### src/rtl/bce_pkg.sv
`timescale 1ns / 1ps
`default_nettype none
package bce_pkg;

    localparam int COUNT_WIDTH   = 32;
    localparam int FRACTION_BITS = 16;

    // log2 format: integer part is the top set bit index, then LOG_FRAC fraction bits
    localparam int LOG_FRAC  = 32;
    localparam int LOG_INT_W = $clog2(COUNT_WIDTH);
    localparam int LOG_W     = LOG_INT_W + LOG_FRAC;
    // mantissa in Q1.31
    localparam int MANT_W    = 32;
    localparam int MANT_FRAC = MANT_W - 1;

    localparam int PROD_W    = COUNT_WIDTH + LOG_W;
    localparam int CLIP_BITS = 49;
    localparam int QUO_W     = CLIP_BITS;
    localparam int EXT_W     = CLIP_BITS + COUNT_WIDTH;
    localparam int TERM_W    = CLIP_BITS + 2;
    localparam int SUM_W     = TERM_W + 2;

    localparam int OUT_W       = 24;
    localparam int ROUND_SHIFT = LOG_FRAC - FRACTION_BITS;

    localparam int LOG_LAT  = LOG_FRAC + 1;
    localparam int DIV_LAT  = QUO_W + 1;
    localparam int PIPE_LAT = LOG_LAT + 2 + DIV_LAT + 1;

    localparam int QDEPTH = 4;
    localparam int QPTR_W = $clog2(QDEPTH);
    localparam int QCNT_W = QPTR_W + 1;

    typedef struct packed {
        logic                   undef;
        logic [COUNT_WIDTH-1:0] j00;
        logic [COUNT_WIDTH-1:0] j10;
        logic [COUNT_WIDTH-1:0] j01;
        logic [COUNT_WIDTH-1:0] j11;
        logic [COUNT_WIDTH-1:0] tot;
        logic [COUNT_WIDTH-1:0] m0;
        logic [COUNT_WIDTH-1:0] m1;
    } bce_item_t;

    typedef struct packed {
        logic valid;
        logic pop;
    } bce_qctl_t;

endpackage
`default_nettype wire

### src/rtl/bce_front.sv
`timescale 1ns / 1ps
`default_nettype none
module bce_front
    import bce_pkg::*;
(
    input  wire logic                   clk,
    input  wire logic                   rst_n,
    input  wire logic                   push,
    output logic                        full,
    input  wire logic [COUNT_WIDTH-1:0] joint_c0_t0,
    input  wire logic [COUNT_WIDTH-1:0] joint_c1_t0,
    input  wire logic [COUNT_WIDTH-1:0] joint_c0_t1,
    input  wire logic [COUNT_WIDTH-1:0] joint_c1_t1,
    input  wire logic [COUNT_WIDTH-1:0] total_count,
    input  wire logic [COUNT_WIDTH-1:0] test_count,
    input  wire bce_qctl_t              qctl_in,
    output bce_item_t                   head,
    output logic                        head_valid
);

    bce_item_t               mem_reg [QDEPTH];
    logic [QPTR_W-1:0]       wr_ptr_reg, wr_ptr_next;
    logic [QPTR_W-1:0]       rd_ptr_reg, rd_ptr_next;
    logic [QCNT_W-1:0]       cnt_reg, cnt_next;
    bce_item_t               item;
    logic                    do_push;
    logic                    do_pop;
    logic [COUNT_WIDTH-1:0]  m0;

    assign m0 = total_count - test_count;

    // classify: zero total, test above total, or an empty marginal
    always_comb
    begin
        item.j00   = joint_c0_t0;
        item.j10   = joint_c1_t0;
        item.j01   = joint_c0_t1;
        item.j11   = joint_c1_t1;
        item.tot   = total_count;
        item.m0    = m0;
        item.m1    = test_count;
        item.undef = (total_count == '0) || (test_count > total_count) ||
                     (m0 == '0) || (test_count == '0);
    end

    assign full       = (cnt_reg == QCNT_W'(QDEPTH));
    assign head_valid = (cnt_reg != '0);
    assign head       = mem_reg[rd_ptr_reg];
    assign do_push    = push && !full;
    assign do_pop     = qctl_in.pop && qctl_in.valid && head_valid;

    always_comb
    begin
        wr_ptr_next = do_push ? wr_ptr_reg + 1'b1 : wr_ptr_reg;
        rd_ptr_next = do_pop ? rd_ptr_reg + 1'b1 : rd_ptr_reg;
        cnt_next    = cnt_reg + QCNT_W'(do_push) - QCNT_W'(do_pop);
    end

    always_ff @(posedge clk)
    begin
        if (do_push)
        begin
            mem_reg[wr_ptr_reg] <= item;
        end
    end

    always_ff @(posedge clk or negedge rst_n)
    begin
        if (!rst_n)
        begin
            wr_ptr_reg <= '0;
            rd_ptr_reg <= '0;
            cnt_reg    <= '0;
        end
        else
        begin
            wr_ptr_reg <= wr_ptr_next;
            rd_ptr_reg <= rd_ptr_next;
            cnt_reg    <= cnt_next;
        end
    end

    a_cnt_bound: assert property (@(posedge clk) disable iff (!rst_n)
        cnt_reg <= QCNT_W'(QDEPTH))
        else $error("queue count above depth");

    a_cnt_track: assert property (@(posedge clk) disable iff (!rst_n)
        (do_push && !do_pop) |=> (cnt_reg == $past(cnt_reg) + 1'b1))
        else $error("queue count missed a push");

    a_ptr_gap: assert property (@(posedge clk) disable iff (!rst_n)
        (cnt_reg != QCNT_W'(QDEPTH)) |-> (wr_ptr_reg - rd_ptr_reg == cnt_reg[QPTR_W-1:0]))
        else $error("queue pointers out of step with count");

endmodule
`default_nettype wire

### config.mk
export PLATFORM = sky130hd
export DESIGN_NAME = bce_front
export DESIGN_NICKNAME = d
export VERILOG_FILES = /design/src/rtl/bce_pkg.sv /design/src/rtl/bce_front.sv
export SDC_FILE = /design/constraint.sdc
export NUM_CORES = 1
export LEC_CHECK = 0
export BUFFER_PORTS_ARGS = -buffer_cell sky130_fd_sc_hd__buf_4
export CAP_MARGIN = 20
export CORE_ASPECT_RATIO = 1.2
export CORE_UTILIZATION = 52
export DETAILED_ROUTE_END_ITERATION = 12
export PLACE_DENSITY_LB_ADDON = 0.25
export RECOVER_POWER = 25
export SLEW_MARGIN = 10
export SYNTH_ARGS = -nofsm -noshare
export SYNTH_HDL_FRONTEND = slang
export SYNTH_SLANG_ARGS = --single-unit
### constraint.sdc
create_clock -name clk -period 6 [get_ports clk]
set_input_delay 0.3 -clock clk [delete_from_list [all_inputs] [get_ports clk]]
set_output_delay 0.3 -clock clk [all_outputs]
set_load 0.05 [all_outputs]
==> impl_metrics.env, run 1 <==
export IMPL_status="finished, final reports clean"
export IMPL_die_h_um=286
export IMPL_r2r_start="cnt_reg[2]"
export IMPL_fillers=4426
export IMPL_path_class="primary input to flip-flop"
export IMPL_post_cts_buffers=0
export IMPL_critPathSlowestCell="dlygate4sd3_1"
export IMPL_startpoint="test_count[9]"
export IMPL_cts_sinks=907
export IMPL_slowest_delay_ps=530
export IMPL_ir_drop_mv=0.521
export IMPL_num_rows=103
export IMPL_skew_ps=17.0
export IMPL_finalNonFillerCells=3164
export IMPL_cp_start_kind="primary input"
export IMPL_die_w_um=238
export IMPL_reg2reg_depth=4
export IMPL_reg2reg_to="mem_reg[2][106]"
export IMPL_avgSynthCellArea_um2=22.7
export IMPL_grt_first_pass_wirelength_um=117000
export IMPL_initial_utilization=0.527
export IMPL_synthDominantCellAreaShare=0.775
export IMPL_antenna_found_initial=3
export IMPL_globalplace_congestion=0.853
export IMPL_critPathCaptureType="flip-flop"
export IMPL_grt_total_usage=0.231
export IMPL_worstPathArrival_ps=4170
export IMPL_drtIter0Drc=1238
export IMPL_synthArstFlopShare=0.00772
export IMPL_first_pass_iters=5
export IMPL_pin_count=424
export IMPL_setup_violations=0
export IMPL_dp_cells=2806
export IMPL_clock_latency_ps=630
export IMPL_holdCritPathClass="primary input to flip-flop"
export IMPL_avgRoutedWirePerCell_um=24.8
export IMPL_yosysSeqAreaShare=0.780
export IMPL_layout_drive_gt1_share=0.294
export IMPL_drc=0
export IMPL_synthCells=1536
export IMPL_clock_path_buffers=3
export IMPL_worst_slack_ps=2260
export IMPL_ys_warn_count=0
export IMPL_reg2reg_slack_ps=2910
export IMPL_hpwl_um=47900
export IMPL_postRouteWirelength_um=78300
export IMPL_gr_total_overflow=0
export IMPL_area_growth_pct=24.8
export IMPL_pre_cts_slack_ps=2340
export IMPL_cts_root_buf="clkbuf_16"
export IMPL_drv_cap=0
export IMPL_fin_crit_ps=3740
export IMPL_post_cts_resize_count=0
export IMPL_fin_nets=2434
export IMPL_syn_area_um2=34900
export IMPL_grt_pass1_vias=18800
export IMPL_worst_pin_slew_ps=1040
export IMPL_hold_viol_final=0
export IMPL_ys_types=58
export IMPL_vias=17800
export IMPL_clk_pin_slew_ps=60
export IMPL_cts_buffers=88
export IMPL_rsz0062_at_grt="false"
export IMPL_viasPerCell=5.61
export IMPL_cp_max_fo=6
export IMPL_fin_crit_sh=0.623
export IMPL_setup_tns_ps=0
export IMPL_dieArea_um2=68100
export IMPL_synth_edff_count=900
export IMPL_synth_main_ff_cell="edfxtp_1"
export IMPL_pwr_density_cell_nw_per_um2=552
export IMPL_power_leakage_nw=14.8
export IMPL_ys_ff_latch=907
export IMPL_required_ps=6430
export IMPL_critPathCapture="mem_reg[3][224]"
export IMPL_syn_nets=1773
export IMPL_cts_htree_levels=3
export IMPL_port_buffers=423
export IMPL_grt_max_degree=128
export IMPL_cts_tree="built"
export IMPL_max_freq_mhz=268
export IMPL_yosys_top_cells_area="edfxtp_1 78%, mux4_2 15%, ha_1 1.4%, inv_1 0.55%, dfrtp_1 0.50%"
export IMPL_drv_slew=0
export IMPL_worstPathCellList="dlygate4sd3_1 -> clkbuf_1 -> inv_1 -> ha_1 -> and4_1 -> o21ai_1 -> a21oi_1 -> a311o_1 -> a211oi_2 -> o41ai_1 -> xor2_1 -> nor4b_2 -> nand4_1 -> o31ai_2"
export IMPL_ant_nets=0
export IMPL_largest_reg_flops=900
export IMPL_core_um2=66100
export IMPL_synth_area_leader_cell="edfxtp_1"
export IMPL_max_slew_margin_rel=0.305
[routing by layer]
layer | track usage | routed length, um
met4 | 0.0867 | 2540
met2 | 0.389 | 40600
met1 | 0.294 | 29900
met5 | 0 | 0
met3 | 0.0538 | 5340
[critical path, delay by kind of cell]
kind / cells / cell delay (ps)
adders and majority gates: 1 / 400
buffers and inverters: 3 / 920
AOI/OAI and AO/OA: 6 / 1530
and+or+nand+nor: 3 / 780
xor gates and xnor gates: 1 / 230
[stage by stage]
| stage | total power, mW | utilization | hold WS (ps) | cell area (um2) |
|---|---|---|---|---|
| floorplan | 15.8 | - | 4.41 | 34900 |
| global placement | 18.7 | 0.593 | 116 | 39200 |
| detailed placement | 18.8 | 0.593 | 121 | 39200 |
| CTS | 24.3 | 0.665 | 27.0 | 44000 |
| global route | 24.9 | 0.658 | 94.9 | 43500 |
| finish | 24.0 | 0.658 | 86.0 | 43500 |
[repair_timing]
item,in CTS,in global routing
hold buffers,193,0
endpoints found under the setup margin,0,0
hold endpoints to repair,775,0
[logic make-up (layout without fill, tap and decap cells)]
family / after synthesis / after routing / share of synthesized area
multiplexers: 226 / 226 / 0.146
other: 0 / 3 / 0
AND/OR/NAND/NOR: 121 / 121 / 0.0192
XOR/XNOR: 30 / 30 / 0.00754
flip-flops: 907 / 907 / 0.780
AO/OA/AOI/OAI: 102 / 102 / 0.0204
adder cells (fa/ha/maj): 40 / 40 / 0.0148
buffers and inverters: 110 / 843 / 0.0124
[layout make-up]
| cell class | count | area, um2 | area share |
|---|---|---|---|
| clock inverter | 57 | 543 | 0.0125 |
| multi-input combinational | 519 | 7250 | 0.167 |
| timing repair buffer | 630 | 4880 | 0.112 |
| tap | 892 | 1120 | 0.0257 |
| clock buffer | 105 | 2310 | 0.0531 |
| antenna | 3 | 7.51 | 0.000173 |
| sequential | 907 | 27200 | 0.625 |
| inverter | 51 | 191 | 0.00440 |
[placed cells by master (no fill, tap or decap), drive strengths merged, types with 3 or more instances in the layout]
master	n
edfxtp	900
buf	308
clkbuf	234
mux4	225
dlygate4sd3	193
inv	57
clkinv	39
ha	38
a21oi	23
nand2	21
nor2	21
xnor2	20
nor4	19
o21ai	15
a21o	11
nand4	11
xor2	10
a211oi	10
bufinv	9
and2	9
o21a	7
and3	7
a31oi	7
dfrtp	7
nand3	5
o211ai	5
nor3	5
or3	5
nor2b	4
o21bai	4
a31o	4
diode	3
nand2b	3
o22ai	3
clkinvlp	3
[where the power goes]
| group | switching [mW] | total [mW] | internal (mW) |
|---|---|---|---|
| sequential | 0.347 | 8.76 | 8.41 |
| combinational | 6.58 | 9.80 | 3.22 |
| clock | 2.31 | 5.46 | 3.15 |
[worst min-delay path by stage]
stage	slack, ps	to	start	depth (start not counted)
final	90	rd_ptr_reg[0]	qctl_in[1]	3
after global routing	90	rd_ptr_reg[0]	qctl_in[1]	3
after CTS	30	cnt_reg[0]	rst_n	2
after detailed placement	120	wr_ptr_reg[0]	rst_n	1
after global placement	120	wr_ptr_reg[1]	rst_n	1
after floorplan	4	cnt_reg[0]	rst_n	0
[cells in the mapped netlist, drive strengths merged (10+ instances only)]
cell type and n:
buf 35, nor2 21, a21o 11, a211oi 10, inv 51, a21oi 23, nand2 21, edfxtp 900
o21ai 15, xor2 10, clkbuf 24, xnor2 20, mux4 225, ha 38, nor4 19, nand4 11
No activity file was read; power rests on OpenSTA's default activity.
==> inputs of run 2 (changes only) <==
Settings changed: ABC_AREA from default to 1, CORE_UTILIZATION 52 to 53.
Clock period 6 ns to 3.4 ns, I/O delays scaled along.
==> run 2 against run 1 <==
Utilization grew 0.79 points. Register-to-register slack got worse by 1800 ps. Critical path type is now flip-flop to output pin. Largest cell class unchanged. Combinational power rose by 120%. Sequential power grew 76%.
==> impl_metrics.env, run 2 <==
export IMPL_syn_area_um2=36300
export IMPL_cts_sinks=907
export IMPL_grtUsageMet3=0.0423
export IMPL_synth_compound_area_frac=0.105
export IMPL_max_slew_margin_rel=0.252
export IMPL_synth_simple_area_share=0.0940
export IMPL_layout_drive_gt1_share=0.140
export IMPL_cts_htree_levels=3
export IMPL_fin_crit_ps=3020
export IMPL_pin_count=424
export IMPL_clock_latency_ps=640
export IMPL_die_w_um=241
export IMPL_ir_drop_mv=0.770
export IMPL_critPathSlowestCell="dfrtp_4"
export IMPL_grt_max_degree=229
export IMPL_post_cts_resize_count=0
export IMPL_power_frac_comb=0.461
export IMPL_required_ps=3230
export IMPL_grt_total_usage=0.273
export IMPL_p_total_mw=45.9
export IMPL_layout_commonest_cell="edfxtp_1"
export IMPL_synthArstFlopShare=0.00772
export IMPL_grt_met2_usage=0.467
export IMPL_fin_crit_sh=0.888
export IMPL_p_clk_frac=0.204
export IMPL_synth_main_ff_cell="edfxtp_1"
export IMPL_finalNonFillerCells=4415
export IMPL_setup_violations=0
export IMPL_drtIter0Drc=2130
export IMPL_slowest_delay_ps=670
export IMPL_drv_slew=0
export IMPL_synthCells=2844
export IMPL_fin_nets=3684
export IMPL_synth_fa_ha_area_frac=0.0142
export IMPL_synthMuxAreaShare=0
export IMPL_critPathCaptureType="output pin"
export IMPL_dieArea_um2=69600
export IMPL_synth_most_common_cell="edfxtp_1"
export IMPL_ys_ff_latch=907
export IMPL_die_h_um=289
export IMPL_clk_pin_slew_ps=60
export IMPL_path_class="flip-flop to output pin"
export IMPL_final_cell_mix="900 x edfxtp_1, 506 x nor2_1, 458 x o21ai_0, 314 x buf_4, 247 x nand2_1"
export IMPL_setup_tns_ps=0
export IMPL_synth_edff_count=900
export IMPL_synth_top_family_by_area="compound AO/OA/AOI/OAI gates"
export IMPL_cts_tree="built"
export IMPL_ys_types=31
export IMPL_ys_warn_count=0
export IMPL_port_buffers=423
export IMPL_num_rows=104
export IMPL_cp_max_fo=47
export IMPL_core_um2=67400
export IMPL_cts_root_buf="clkbuf_16"
export IMPL_yosysSeqAreaShare=0.748
export IMPL_globalplace_congestion=0.940
export IMPL_avgRoutedWirePerCell_um=22.0
export IMPL_postRouteWirelength_um=97100
export IMPL_worst_pin_slew_ps=1120
export IMPL_p_int_mw=25.5
export IMPL_initial_utilization=0.539
export IMPL_clock_path_buffers=3
export IMPL_synth_area_leader_cell="edfxtp_1"
export IMPL_synthTopCellsByCount="900 x edfxtp_1, 510 x nor2_1, 458 x o21ai_0, 247 x nand2_1, 226 x o22ai_1"
export IMPL_syn_nets=3081
export IMPL_seq_power_share=0.335
export IMPL_grt_use_met1=0.339
export IMPL_largest_reg_flops=900
export IMPL_post_route_util=0.666
export IMPL_top_usage_layer="met2"
export IMPL_avgSynthCellArea_um2=12.8
export IMPL_power_leakage_nw=16.2
export IMPL_vias=25200
export IMPL_drv_cap=0
export IMPL_synthDominantCellAreaShare=0.744
export IMPL_whs_ps=57.0
export IMPL_synth_xor_area_frac=0.00286
export IMPL_yosys_top_cells_area="edfxtp_1 74%, o21ai_0 6.3%, nor2_1 5.3%, o22ai_1 3.9%, nand2_1 2.6%"
export IMPL_ant_nets=0
export IMPL_viasPerCell=5.71
export IMPL_pwr_density_cell_nw_per_um2=1020
export IMPL_grt_first_pass_wirelength_um=144000
export IMPL_swShare=0.445
export IMPL_crit_top_cell="buf_4"
export IMPL_power_switching_mw=20.4
export IMPL_drc=0
export IMPL_hold_viol_final=0
export IMPL_rsz0062_at_grt="false"
export IMPL_dp_cells=4065
export IMPL_holdCritPathClass="primary input to flip-flop"
export IMPL_worstPathCellList="inv_6 -> buf_12 -> buf_4 -> o21ai_0 -> o22ai_1 -> buf_4"
export IMPL_worstPathArrival_ps=2850
export IMPL_antenna_found_initial=6
export IMPL_grt_pass1_vias=25100
export IMPL_skew_ps=22.3
export IMPL_gr_total_overflow=0
export IMPL_hpwl_um=60000
export IMPL_cts_buffers=86
export IMPL_first_pass_iters=5
export IMPL_max_freq_mhz=331
export IMPL_status="finished, final reports clean"
export IMPL_area_growth_pct=23.5
export IMPL_cp_start_kind="flip-flop"
==> run 2: cell types whose count changed after synthesis, sizes merged, moves of 134 or more <==
cell / previous run / this run
inv: 51 / 185
o21ai: 15 / 459
mux4: 225 / 0
nor2: 21 / 519
nand2: 21 / 260
o22ai: 3 / 226
==> run 2: kinds of logic after synthesis <==
family | after synthesis
buffers and inverters | 334
adders and majority gates | 40
and+or+nand+nor | 848
AOI/OAI and AO/OA | 704
DFF | 907
xor gates and xnor gates | 11
==> run 2: path summary, 6_finish.rpt <==
kind | cells past startpoint | from | slack (ps) | to
setup reg to reg | 8 | cnt_reg[1] | 1080 | cnt_reg[2]
min in group asynchronous | 3 | rst_n | 540 | rd_ptr_reg[1]
max in group asynchronous | 3 | rst_n | 2560 | rd_ptr_reg[0]
setup / recovery | 6 | rd_ptr_reg[1] | 380 | head[218]
hold reg to reg | 2 | wr_ptr_reg[1] | 620 | wr_ptr_reg[1]
hold / removal | 4 | qctl_in[0] | 60 | rd_ptr_reg[1]
==> run 2: layout make-up <==
| cell class | count | area, um2 |
|---|---|---|
| sequential | 907 | 27200 |
| fill | 4873 | 22500 |
| multi-input combinational | 1603 | 7890 |
| timing repair buffer | 663 | 5210 |
| clock buffer | 106 | 2250 |
| tap | 901 | 1130 |
| inverter | 186 | 711 |
| clock inverter | 42 | 473 |
| antenna | 7 | 17.5 |
==> run 2: timing repair <==
item	in CTS	in global routing
endpoints found under the hold margin	777	0
buffers inserted	0	0
hold buffers	195	0
==> run 2: per-stage QoR <==
stage / area (um2) / worst slack, ps
final: 44900 / 381
after global routing: 44900 / 269
after CTS: 45400 / 329
after detailed placement: 40700 / 810
after global placement: 40700 / 819
after floorplan: 36400 / -1060
==> run 2: layer usage <==
metal / routed length (um) / share of wire
met5: 0 / 0
met4: 4500 / 0.046
met3: 6390 / 0.066
met2: 49500 / 0.51
met1: 36600 / 0.38
==> run 2: power groups by stage <==
stage          clock [mW]  combinational, mW  sequential (mW)
2_1_floorplan           0               13.8             15.6
4_1_cts              9.48               21.3             15.4
6_report             9.36               21.2             15.4
3_3_place_gp            0               20.7             15.5
5_1_grt              9.91               22.4             15.5
3_5_place_dp            0               21.0             15.6
==> run 2: worst max-delay path: cells and delay by family, from the launching register on <==
| kind | cells | cell delay (ps) |
|---|---|---|
| buffers and inverters | 4 | 1130 |
| flip-flops | 1 | 670 |
| AO/OA/AOI/OAI | 2 | 320 |
